### config.mk
export PLATFORM = sky130hd
export DESIGN_NAME = multi_instance_buffer_queue_manager
export DESIGN_NICKNAME = d
export VERILOG_FILES = /design/src/rtl/core/mibqm_pkg.sv /design/src/rtl/core/mibqm_ram.sv /design/src/rtl/core/mibqm_ctrl.sv /design/src/rtl/core/mibqm_dp.sv /design/src/rtl/core/multi_instance_buffer_queue_manager.sv
export VERILOG_INCLUDE_DIRS = /design/src /design/src/rtl/core
export SDC_FILE = /design/constraint.sdc
export NUM_CORES = 2
export LEC_CHECK = 0
export BUFFER_PORTS_ARGS = -buffer_cell sky130_fd_sc_hd__buf_2
export CAP_MARGIN = 20
export CORE_ASPECT_RATIO = 1.4
export CORE_MARGIN = 3
export CORE_UTILIZATION = 49
export DETAILED_ROUTE_END_ITERATION = 7
export GPL_TIMING_DRIVEN = 0
export MAX_ROUTING_LAYER = met4
export REMOVE_ABC_BUFFERS = 1
export SYNTH_ARGS = -nofsm -noshare
export SYNTH_HDL_FRONTEND = slang
export SYNTH_SLANG_ARGS = --single-unit
### constraint.sdc
create_clock -name clk_i -period 5.3 [get_ports clk_i]
set_input_delay 0.795 -clock clk_i [delete_from_list [all_inputs] [get_ports clk_i]]
set_output_delay 0.795 -clock clk_i [all_outputs]
set_load 0.02 [all_outputs]
### src/rtl/core/assert_macros.svh
// ----------------------------------------------------------------------------
// Assertion macros
// Shared concurrent assertion forms; each expects clk_i and rst_ni in scope.
// ----------------------------------------------------------------------------
`ifndef ASSERT_MACROS_SVH
`define ASSERT_MACROS_SVH

// same-cycle implication
`define ASSERT_IMPL(label, cond, prop, msg) \
  label: assert property (@(posedge clk_i) disable iff (!rst_ni) (cond) |-> (prop)) \
    else $error(msg);

// next-cycle implication
`define ASSERT_NEXT(label, cond, prop, msg) \
  label: assert property (@(posedge clk_i) disable iff (!rst_ni) (cond) |=> (prop)) \
    else $error(msg);

`endif

### src/rtl/core/mibqm_pkg.sv
// ----------------------------------------------------------------------------
// mibqm_pkg
// Sizes, codes and control types of the queue manager.
// ----------------------------------------------------------------------------
`timescale 1ns / 1ps

package mibqm_pkg;

  localparam int CONNECTIONS  = 8;
  localparam int QUEUE_DEPTH  = 16;
  localparam int POOL_BUFFERS = 16;

  localparam int CONN_W   = 3;
  localparam int PTR_W    = $clog2(QUEUE_DEPTH);
  localparam int ADDR_W   = CONN_W + PTR_W;
  localparam int STORE_D  = CONNECTIONS * QUEUE_DEPTH;
  localparam int POOL_W   = (POOL_BUFFERS > 1) ? $clog2(POOL_BUFFERS) : 1;
  localparam int HANDLE_W = 8;
  localparam int ALLOC_W  = 5;
  localparam int CNT_W    = 4;

  typedef enum logic [2:0] {
    ACT_OPEN  = 3'd0,
    ACT_CLOSE = 3'd1,
    ACT_ENQ   = 3'd2,
    ACT_DEQ   = 3'd3,
    ACT_ALLOC = 3'd4
  } action_e;

  typedef enum logic [2:0] {
    ST_OK         = 3'd0,
    ST_BAD_CONN   = 3'd1,
    ST_FULL       = 3'd2,
    ST_EMPTY      = 3'd3,
    ST_NULL       = 3'd4,
    ST_POOL_OUT   = 3'd5,
    ST_FREED_NONE = 3'd6
  } status_e;

  typedef enum logic {
    S_IDLE,
    S_EXEC
  } ctrl_state_e;

  typedef struct packed {
    logic load;
    logic exec;
  } dp_cmd_t;

endpackage

### src/rtl/core/mibqm_ram.sv
// ----------------------------------------------------------------------------
// mibqm_ram
// Generic one-write, one-read RAM with registered read data.
// ----------------------------------------------------------------------------
`timescale 1ns / 1ps

module mibqm_ram #(
  parameter int WIDTH = 8,
  parameter int DEPTH = 128
) (
  input  logic                     clk_i,
  input  logic                     we_i,
  input  logic [$clog2(DEPTH)-1:0] waddr_i,
  input  logic [WIDTH-1:0]         wdata_i,
  input  logic                     re_i,
  input  logic [$clog2(DEPTH)-1:0] raddr_i,
  output logic [WIDTH-1:0]         rdata_o
);

  logic [WIDTH-1:0] mem_q [DEPTH];
  logic [WIDTH-1:0] rdata_q;

  always_ff @(posedge clk_i) begin
    if (we_i) begin
      mem_q[waddr_i] <= wdata_i;
    end
    if (re_i) begin
      rdata_q <= mem_q[raddr_i];
    end
  end

  assign rdata_o = rdata_q;

endmodule

### src/rtl/core/mibqm_ctrl.sv
// ----------------------------------------------------------------------------
// mibqm_ctrl
// Command sequencer: accept an item, run it, strobe the result.
// ----------------------------------------------------------------------------
`timescale 1ns / 1ps
`include "assert_macros.svh"

module mibqm_ctrl
  import mibqm_pkg::*;
(
  input  logic    clk_i,
  input  logic    rst_ni,
  input  logic    start_i,
  output logic    busy_o,
  output logic    done_o,
  output dp_cmd_t cmd_o
);

  ctrl_state_e state_q, state_d;
  logic        done_q, done_d;

  always_ff @(posedge clk_i or negedge rst_ni) begin
    if (!rst_ni) begin
      state_q <= S_IDLE;
      done_q  <= 1'b0;
    end else begin
      state_q <= state_d;
      done_q  <= done_d;
    end
  end

  always_comb begin
    state_d = state_q;
    done_d  = 1'b0;
    cmd_o   = '0;
    busy_o  = 1'b0;
    case (state_q)
      S_IDLE: begin
        if (start_i) begin
          cmd_o.load = 1'b1;
          state_d    = S_EXEC;
        end
      end
      S_EXEC: begin
        busy_o     = 1'b1;
        cmd_o.exec = 1'b1;
        done_d     = 1'b1;
        state_d    = S_IDLE;
      end
      default: begin
        state_d = S_IDLE;
      end
    endcase
  end

  assign done_o = done_q;

  `ASSERT_NEXT(a_accept_busy, start_i && !busy_o, busy_o && !done_o, "accepted item not run")
  `ASSERT_NEXT(a_exec_done, cmd_o.exec, done_o && !busy_o, "result strobe missing after run")
  `ASSERT_IMPL(a_done_single, done_o, !$past(done_o), "result strobe longer than one cycle")

endmodule

### src/rtl/core/mibqm_dp.sv
// ----------------------------------------------------------------------------
// mibqm_dp
// Queue pointers, connection flags, buffer pool, queue store and result regs.
// ----------------------------------------------------------------------------
`timescale 1ns / 1ps
`include "assert_macros.svh"

module mibqm_dp
  import mibqm_pkg::*;
(
  input  logic                clk_i,
  input  logic                rst_ni,
  input  dp_cmd_t             cmd_i,
  input  logic [2:0]          action_i,
  input  logic [CONN_W-1:0]   instance_req_i,
  input  logic [HANDLE_W-1:0] handle_i,
  output logic [2:0]          status_o,
  output logic [ALLOC_W-1:0]  alloc_handle_o,
  output logic                indicator_write_o,
  output logic                indicator_value_o,
  output logic [CNT_W-1:0]    free_instance_o,
  output logic [CNT_W-1:0]    active_count_o
);

  action_e             act_q;
  logic [CONN_W-1:0]   conn_q;
  logic [HANDLE_W-1:0] hdl_q;

  logic [PTR_W-1:0]        rd_ptr_q [CONNECTIONS];
  logic [PTR_W-1:0]        wr_ptr_q [CONNECTIONS];
  logic [PTR_W-1:0]        rd_ptr_d [CONNECTIONS];
  logic [PTR_W-1:0]        wr_ptr_d [CONNECTIONS];
  logic [CONNECTIONS-1:0]  active_q, active_d;
  logic [CNT_W-1:0]        act_cnt_q, act_cnt_d;
  logic [POOL_BUFFERS-1:0] pool_q, pool_d;

  status_e            status_q, status_d;
  logic [ALLOC_W-1:0] alloc_q, alloc_d;
  logic               iw_q, iw_d, iv_q, iv_d;
  logic [CNT_W-1:0]   free_q, free_d;
  logic [CNT_W-1:0]   cnt_q;

  logic                we;
  logic [ADDR_W-1:0]   waddr;
  logic [HANDLE_W-1:0] rdata;

  logic             conn_on;
  logic [PTR_W-1:0] rp, wp, rp_nx, wp_nx;
  logic [POOL_W-1:0] pool_slot;
  logic              pool_hit;

  mibqm_ram #(
    .WIDTH(HANDLE_W),
    .DEPTH(STORE_D)
  ) u_store (
    .clk_i  (clk_i),
    .we_i   (we),
    .waddr_i(waddr),
    .wdata_i(hdl_q),
    .re_i   (cmd_i.load),
    .raddr_i({instance_req_i, rd_ptr_q[instance_req_i]}),
    .rdata_o(rdata)
  );

  always_ff @(posedge clk_i) begin
    if (cmd_i.load) begin
      act_q  <= action_e'(action_i);
      conn_q <= instance_req_i;
      hdl_q  <= handle_i;
    end
    if (cmd_i.exec) begin
      status_q <= status_d;
      alloc_q  <= alloc_d;
      iw_q     <= iw_d;
      iv_q     <= iv_d;
      free_q   <= free_d;
      cnt_q    <= act_cnt_d;
    end
  end

  always_ff @(posedge clk_i or negedge rst_ni) begin
    if (!rst_ni) begin
      for (int i = 0; i < CONNECTIONS; i++) begin
        rd_ptr_q[i] <= '0;
        wr_ptr_q[i] <= '0;
      end
      active_q  <= '0;
      act_cnt_q <= '0;
      pool_q    <= '0;
    end else if (cmd_i.exec) begin
      rd_ptr_q  <= rd_ptr_d;
      wr_ptr_q  <= wr_ptr_d;
      active_q  <= active_d;
      act_cnt_q <= act_cnt_d;
      pool_q    <= pool_d;
    end
  end

  always_comb begin
    conn_on = (int'(conn_q) < CONNECTIONS) && active_q[conn_q];
    rp      = rd_ptr_q[conn_q];
    wp      = wr_ptr_q[conn_q];
    rp_nx   = (int'(rp) == QUEUE_DEPTH - 1) ? '0 : rp + PTR_W'(1);
    wp_nx   = (int'(wp) == QUEUE_DEPTH - 1) ? '0 : wp + PTR_W'(1);
    waddr   = {conn_q, wp};

    pool_slot = '0;
    pool_hit  = 1'b0;
    for (int s = POOL_BUFFERS - 1; s >= 0; s--) begin
      if (!pool_q[s]) begin
        pool_slot = POOL_W'(s);
        pool_hit  = 1'b1;
      end
    end

    rd_ptr_d  = rd_ptr_q;
    wr_ptr_d  = wr_ptr_q;
    active_d  = active_q;
    act_cnt_d = act_cnt_q;
    pool_d    = pool_q;
    status_d  = ST_OK;
    alloc_d   = '0;
    iw_d      = 1'b0;
    iv_d      = 1'b0;
    we        = 1'b0;

    case (act_q)
      ACT_OPEN: begin
        if (int'(conn_q) < CONNECTIONS && !active_q[conn_q]) begin
          rd_ptr_d[conn_q] = '0;
          wr_ptr_d[conn_q] = '0;
          active_d[conn_q] = 1'b1;
          act_cnt_d        = act_cnt_q + CNT_W'(1);
        end else begin
          status_d = ST_BAD_CONN;
        end
      end
      ACT_CLOSE: begin
        if (conn_on) begin
          active_d[conn_q] = 1'b0;
          act_cnt_d        = act_cnt_q - CNT_W'(1);
        end else begin
          status_d = ST_BAD_CONN;
        end
      end
      ACT_ENQ: begin
        if (!conn_on) begin
          status_d = ST_BAD_CONN;
        end else if (hdl_q == '0) begin
          status_d = ST_NULL;
        end else if (wp_nx == rp) begin
          status_d = ST_FULL;
        end else begin
          we               = cmd_i.exec;
          wr_ptr_d[conn_q] = wp_nx;
          iw_d             = 1'b1;
          iv_d             = 1'b1;
        end
      end
      ACT_DEQ: begin
        if (!conn_on) begin
          status_d = ST_BAD_CONN;
        end else if (rp == wp) begin
          status_d = ST_EMPTY;
          iw_d     = 1'b1;
        end else begin
          rd_ptr_d[conn_q] = rp_nx;
          if (rdata != '0 && rdata <= HANDLE_W'(POOL_BUFFERS)) begin
            pool_d[POOL_W'(rdata - HANDLE_W'(1))] = 1'b0;
          end else begin
            status_d = ST_FREED_NONE;
          end
        end
      end
      ACT_ALLOC: begin
        if (pool_hit) begin
          pool_d[pool_slot] = 1'b1;
          alloc_d           = ALLOC_W'(pool_slot) + ALLOC_W'(1);
        end else begin
          status_d = ST_POOL_OUT;
        end
      end
      default: begin
        status_d = ST_BAD_CONN;
      end
    endcase

    free_d = CNT_W'(CONNECTIONS);
    for (int c = CONNECTIONS - 1; c >= 0; c--) begin
      if (!active_d[c]) begin
        free_d = CNT_W'(c);
      end
    end
  end

  assign status_o          = status_q;
  assign alloc_handle_o    = alloc_q;
  assign indicator_write_o = iw_q;
  assign indicator_value_o = iv_q;
  assign free_instance_o   = free_q;
  assign active_count_o    = cnt_q;

  `ASSERT_IMPL(a_cnt_match, 1'b1, int'(act_cnt_q) == $countones(active_q), "active count drift")
  `ASSERT_NEXT(a_enq_ptr, cmd_i.exec && we, wr_ptr_q[$past(conn_q)] == $past(wp_nx), "enqueue pointer not advanced")

endmodule

### src/rtl/core/multi_instance_buffer_queue_manager.sv
// ----------------------------------------------------------------------------
// multi_instance_buffer_queue_manager
// Per-connection ring queues of buffer handles with a shared buffer pool.
//
// channel  | direction | handshake
// command  | in        | start & !busy accepts action, instance_req, handle
// result   | out       | done_o marks one cycle of status .. active_count
//
// An item is accepted in S_IDLE, and the accept reads the queue store at the
// addressed read pointer; S_EXEC then updates pointers, flags and
// pool and registers the result, which shows on the next cycle with done_o.
// The next item may be accepted in that same result cycle, but not while
// busy is high in S_EXEC, as the registered read of the queue store comes first.
// Reset clears pointers, flags and pool at once; the store needs no clearing.
// The receiver cannot stall; nothing is held back on the result side.
// ----------------------------------------------------------------------------
`timescale 1ns / 1ps

module multi_instance_buffer_queue_manager
  import mibqm_pkg::*;
(
  input  logic                clk_i,
  input  logic                rst_ni,
  input  logic                start,
  output logic                busy,
  input  logic [2:0]          action_i,
  input  logic [CONN_W-1:0]   instance_req_i,
  input  logic [HANDLE_W-1:0] handle_i,
  output logic                done_o,
  output logic [2:0]          status_o,
  output logic [ALLOC_W-1:0]  alloc_handle_o,
  output logic                indicator_write_o,
  output logic                indicator_value_o,
  output logic [CNT_W-1:0]    free_instance_o,
  output logic [CNT_W-1:0]    active_count_o
);

  dp_cmd_t cmd;

  mibqm_ctrl u_ctrl (
    .clk_i  (clk_i),
    .rst_ni (rst_ni),
    .start_i(start),
    .busy_o (busy),
    .done_o (done_o),
    .cmd_o  (cmd)
  );

  mibqm_dp u_dp (
    .clk_i            (clk_i),
    .rst_ni           (rst_ni),
    .cmd_i            (cmd),
    .action_i         (action_i),
    .instance_req_i   (instance_req_i),
    .handle_i         (handle_i),
    .status_o         (status_o),
    .alloc_handle_o   (alloc_handle_o),
    .indicator_write_o(indicator_write_o),
    .indicator_value_o(indicator_value_o),
    .free_instance_o  (free_instance_o),
    .active_count_o   (active_count_o)
  );

endmodule
==> run_results.csv <==
group,metric,value,unit
outcome,status,"finished, final reports clean",
die,start_util,49.68,%
grt,antenna_found_initial,0,
worst_setup_path,worstPathArrival,5.38,ns
power_and_ir_drop,power.internal,15.38,mW
drt,detail_route.wl_per_cell,26.02,um
cells_and_area,n_antenna_cell,0,
synth,synthCells,3398,
clocking,ctsRootBufferMaster,"clkbuf_16",
cells_and_area,finalInstanceArea,54560,sq um
power_and_ir_drop,p_sw_share,24.30,%
sta,report.final.setup_viol,0,
cells_and_area,regArea,34300,sq um
placed_design,place_congestion,0.8621,
drt,dr.pass1.iters,6,
cells_and_area,final_util,56.89,%
worst_setup_path,r2r-start,"u_dp.conn_q[1]",
die,core,95900,sq um
clocking,cts_hold_buf,0,
synth,synth.distinct_cells,79,
synth,yosys_warnings,0,
drt,drtIter0Drc,2751,
synth,synth_seq_area_share,71.99,%
worst_setup_path,r2r_cells,15,
worst_setup_path,critical_path_peak_fanout,20,
sta,finalHoldViolations,0,
synth,synth_top_cell_area_share,67.06,%
sta,slew_headroom,20.77,%
drt,num_vias,29490,
worst_setup_path,regToRegSetupSlack,0.26,ns
sta,worst_slew_pin_slew,1.176,ns
worst_setup_path,crit_required,5.63,ns
clocking,path_clk_slew,0.06,ns
grt,grt_max_degree,81,
synth,synth-edff-count,1064,
sta,post-route-period-util,95.17,%
synth,synth_flop_cell,"edfxtp_1",
drt,wl,125000,um
worst_setup_path,path_class,"reg2reg",
sta,fin_crit,5.044,ns
placed_design,dp_hpwl,81930,um
clocking,clk_latency,0.71,ns
drt,vias_per_cell,6.137,
cells_and_area,drive_gt1_share,14.77,%
die,num_rows,134,
power_and_ir_drop,powerDensity,372.5,nW/um^2
power_and_ir_drop,pwr-share-clk,38.0,%
sta,max_clock_freq,0.1983,GHz
job,drv_cap,0,
synth,syn_area,47650,sq um
grt,grt_use_total,25.18,%
grt,grt_pass1_vias,29160,
drt,drc_errors,0,
power_and_ir_drop,peakVddDrop,0.2748,mV
cells_and_area,area_growth,14.50,%
synth,ys_async_sr_fraction,8.117,%
worst_setup_path,endpoint_kind,"flip-flop",
die,die_x,269.6,um
placed_design,io_buffer_count,36,
worst_setup_path,r2r-end,"u_dp.u_store.mem_q[52][3]",
clocking,clock_path_buffers,3,
die,die_h,375.0,um
cells_and_area,final_nets,3449,
min_path,min_path_type,"in2async",
sta,fin_setup_tns,0,ns
die,dieArea,101100,sq um
cells_and_area,fill_cells,7617,
die,io_pins,37,
power_and_ir_drop,p_comb_share,11.7,%
clocking,cts_tree,"yes",
placed_design,placed_area,50780,sq um
cells_and_area,multi_input_area,12620,sq um
worst_setup_path,start_kind,"flip-flop",
clocking,htreeDepth,3,
power_and_ir_drop,p_sw,4.939,mW
synth,avgSynthCellArea,14.02,sq um
synth,synth_top_cell_by_area,"edfxtp_1",
synth,ys_ff_latch,1158,
synth,synthTopCellsByArea,"edfxtp_1, nand2_1, dfrtp_1",
synth,yosysMostFrequentCell,"edfxtp_1",
grt,grt_first_pass_wirelength,186300,um
synth,synth.cells.most_frequent,"edfxtp_1, nand2_1, nand3_1, nor2_1, a31oi_1",
power_and_ir_drop,leakagePower,18.25,nW
clocking,cts_buffers,102,
sta,fin_skew,0.02121,ns
power_and_ir_drop,pwr-share-seq,50.3,%
clocking,cts.sinks,1158,
drt,ant_nets,0,
sta,rsz0062_at_grt,"false",
sta,slew_viol_final,0,
grt,grt_overflow_total,0,
## sequential cells by signal, indices dropped and copies added, names as in the netlist, 4 cells and up
name                  flops
u_dp.active_q             8
u_dp.active_count_o       4
u_dp.wr_ptr_q            32
u_dp.hdl_q                8
u_dp.u_store.rdata_o      8
u_dp.free_instance_o      4
u_dp.u_store.mem_q     1024
u_dp.pool_q              16
u_dp.alloc_handle_o       5
u_dp.rd_ptr_q            32
u_dp.act_cnt_q            4
## critical path: stages, from the launching register on
cell	delay, ns
edfxtp_1	0.50
buf_4	0.18
and3b_1	0.65
a22oi_1	0.18
o21a_2	0.23
inv_1	0.17
ha_1	0.25
inv_1	0.08
o211ai_1	0.09
a31oi_1	0.15
o21ai_0	0.35
a2111oi_4	0.18
nor2_4	0.29
nand3_2	0.50
buf_12	0.38
nor2_2	0.45
## cell families (layout without fill, tap and decap cells)
| family | count (synthesis) | in the layout | share of synthesized area, % |
|---|---|---|---|
| buffers and inverters | 238 | 353 | 2.224 |
| AND/OR/NAND/NOR | 1231 | 1231 | 11.55 |
| multiplexers | 126 | 126 | 4.585 |
| XOR/XNOR | 15 | 15 | 0.2757 |
| flip-flops | 1158 | 1158 | 71.99 |
| adder cells (fa/ha/maj) | 6 | 6 | 0.1576 |
| AO/OA/AOI/OAI | 624 | 624 | 9.212 |
## what timing repair did
action                     in CTS  in global routing
setup endpoints to repair    1043                868
buffers inserted                7                  5
pin swaps                       1                  0
gates resized for setup        76                  6
## worst max-delay path by stage
stage | startpoint | endpoint | slack [ns] | cells after the start
6_report | u_dp.conn_q[1] | u_dp.u_store.mem_q[52][3] | 0.26 | 15
5_1_grt | u_dp.conn_q[2] | u_dp.u_store.mem_q[7][3] | 0.04 | 15
4_1_cts | u_dp.conn_q[0] | u_dp.u_store.mem_q[13][4] | 0.003 | 14
3_5_place_dp | u_dp.conn_q[1] | u_dp.u_store.mem_q[11][6] | -1.17 | 14
3_3_place_gp | instance_req_i[1] | u_dp.u_store.rdata_o[0] | -24.99 | 10
2_1_floorplan | instance_req_i[0] | u_dp.u_store.rdata_o[0] | -7.28 | 9
## cell type report
class                      instances  area share [%]
clock buffer                     135           5.247
clock inverter                    56           1.117
inverter                          22          0.1582
multi-input combinational       2002           23.13
sequential                      1158           62.88
tap                             1292           2.963
timing repair buffer             140           4.504
## through the flow
stage,cells,power (mW),hold slack [ns],worst slack (ns)
detailed placement,4602,12.75,0.4686,-1.170
floorplan,3182,11.97,0.4507,-7.282
finish,4805,20.32,0.1495,0.2562
CTS,4800,20.43,0.1220,0.002925
global route,4805,20.96,0.1701,0.04440
global placement,4510,12.85,0.4684,-24.99
## placed cells by master (no fill, tap or decap), types with 37 or more instances in the layout
cell | Yosys | routed
mux4_2 | 69 | 69
a211oi_1 | 131 | 131
o21ai_0 | 59 | 59
nand2_1 | 645 | 644
buf_16 | 0 | 60
clkbuf_16 | 0 | 107
nor2_2 | 2 | 82
edfxtp_1 | 1064 | 1064
a21oi_1 | 72 | 72
dfrtp_1 | 94 | 93
and3_1 | 113 | 113
nand3_1 | 173 | 169
a31oi_1 | 145 | 145
a22oi_1 | 59 | 58
buf_2 | 60 | 37
nand4_1 | 39 | 39
nor2_1 | 173 | 89
## power groups by stage
stage               Sequential (mW)  Clock [mW]  Combinational, mW
floorplan                      10.5           0               1.47
CTS                            10.2        7.83               2.37
detailed placement             10.4           0               2.33
global route                   10.2        8.17               2.54
finish                         10.2        7.72               2.37
global placement               10.6           0               2.26
## layer usage
metal	GRT usage, %	vias up	routed length [um]
met5	-	-	0
met3	3.219	222	8220
met1	31.52	15020	48690
met2	41.62	1112	62640
li1	-	13140	-
met4	10.83	0	5485
Power figures use the tool's default switching activity.
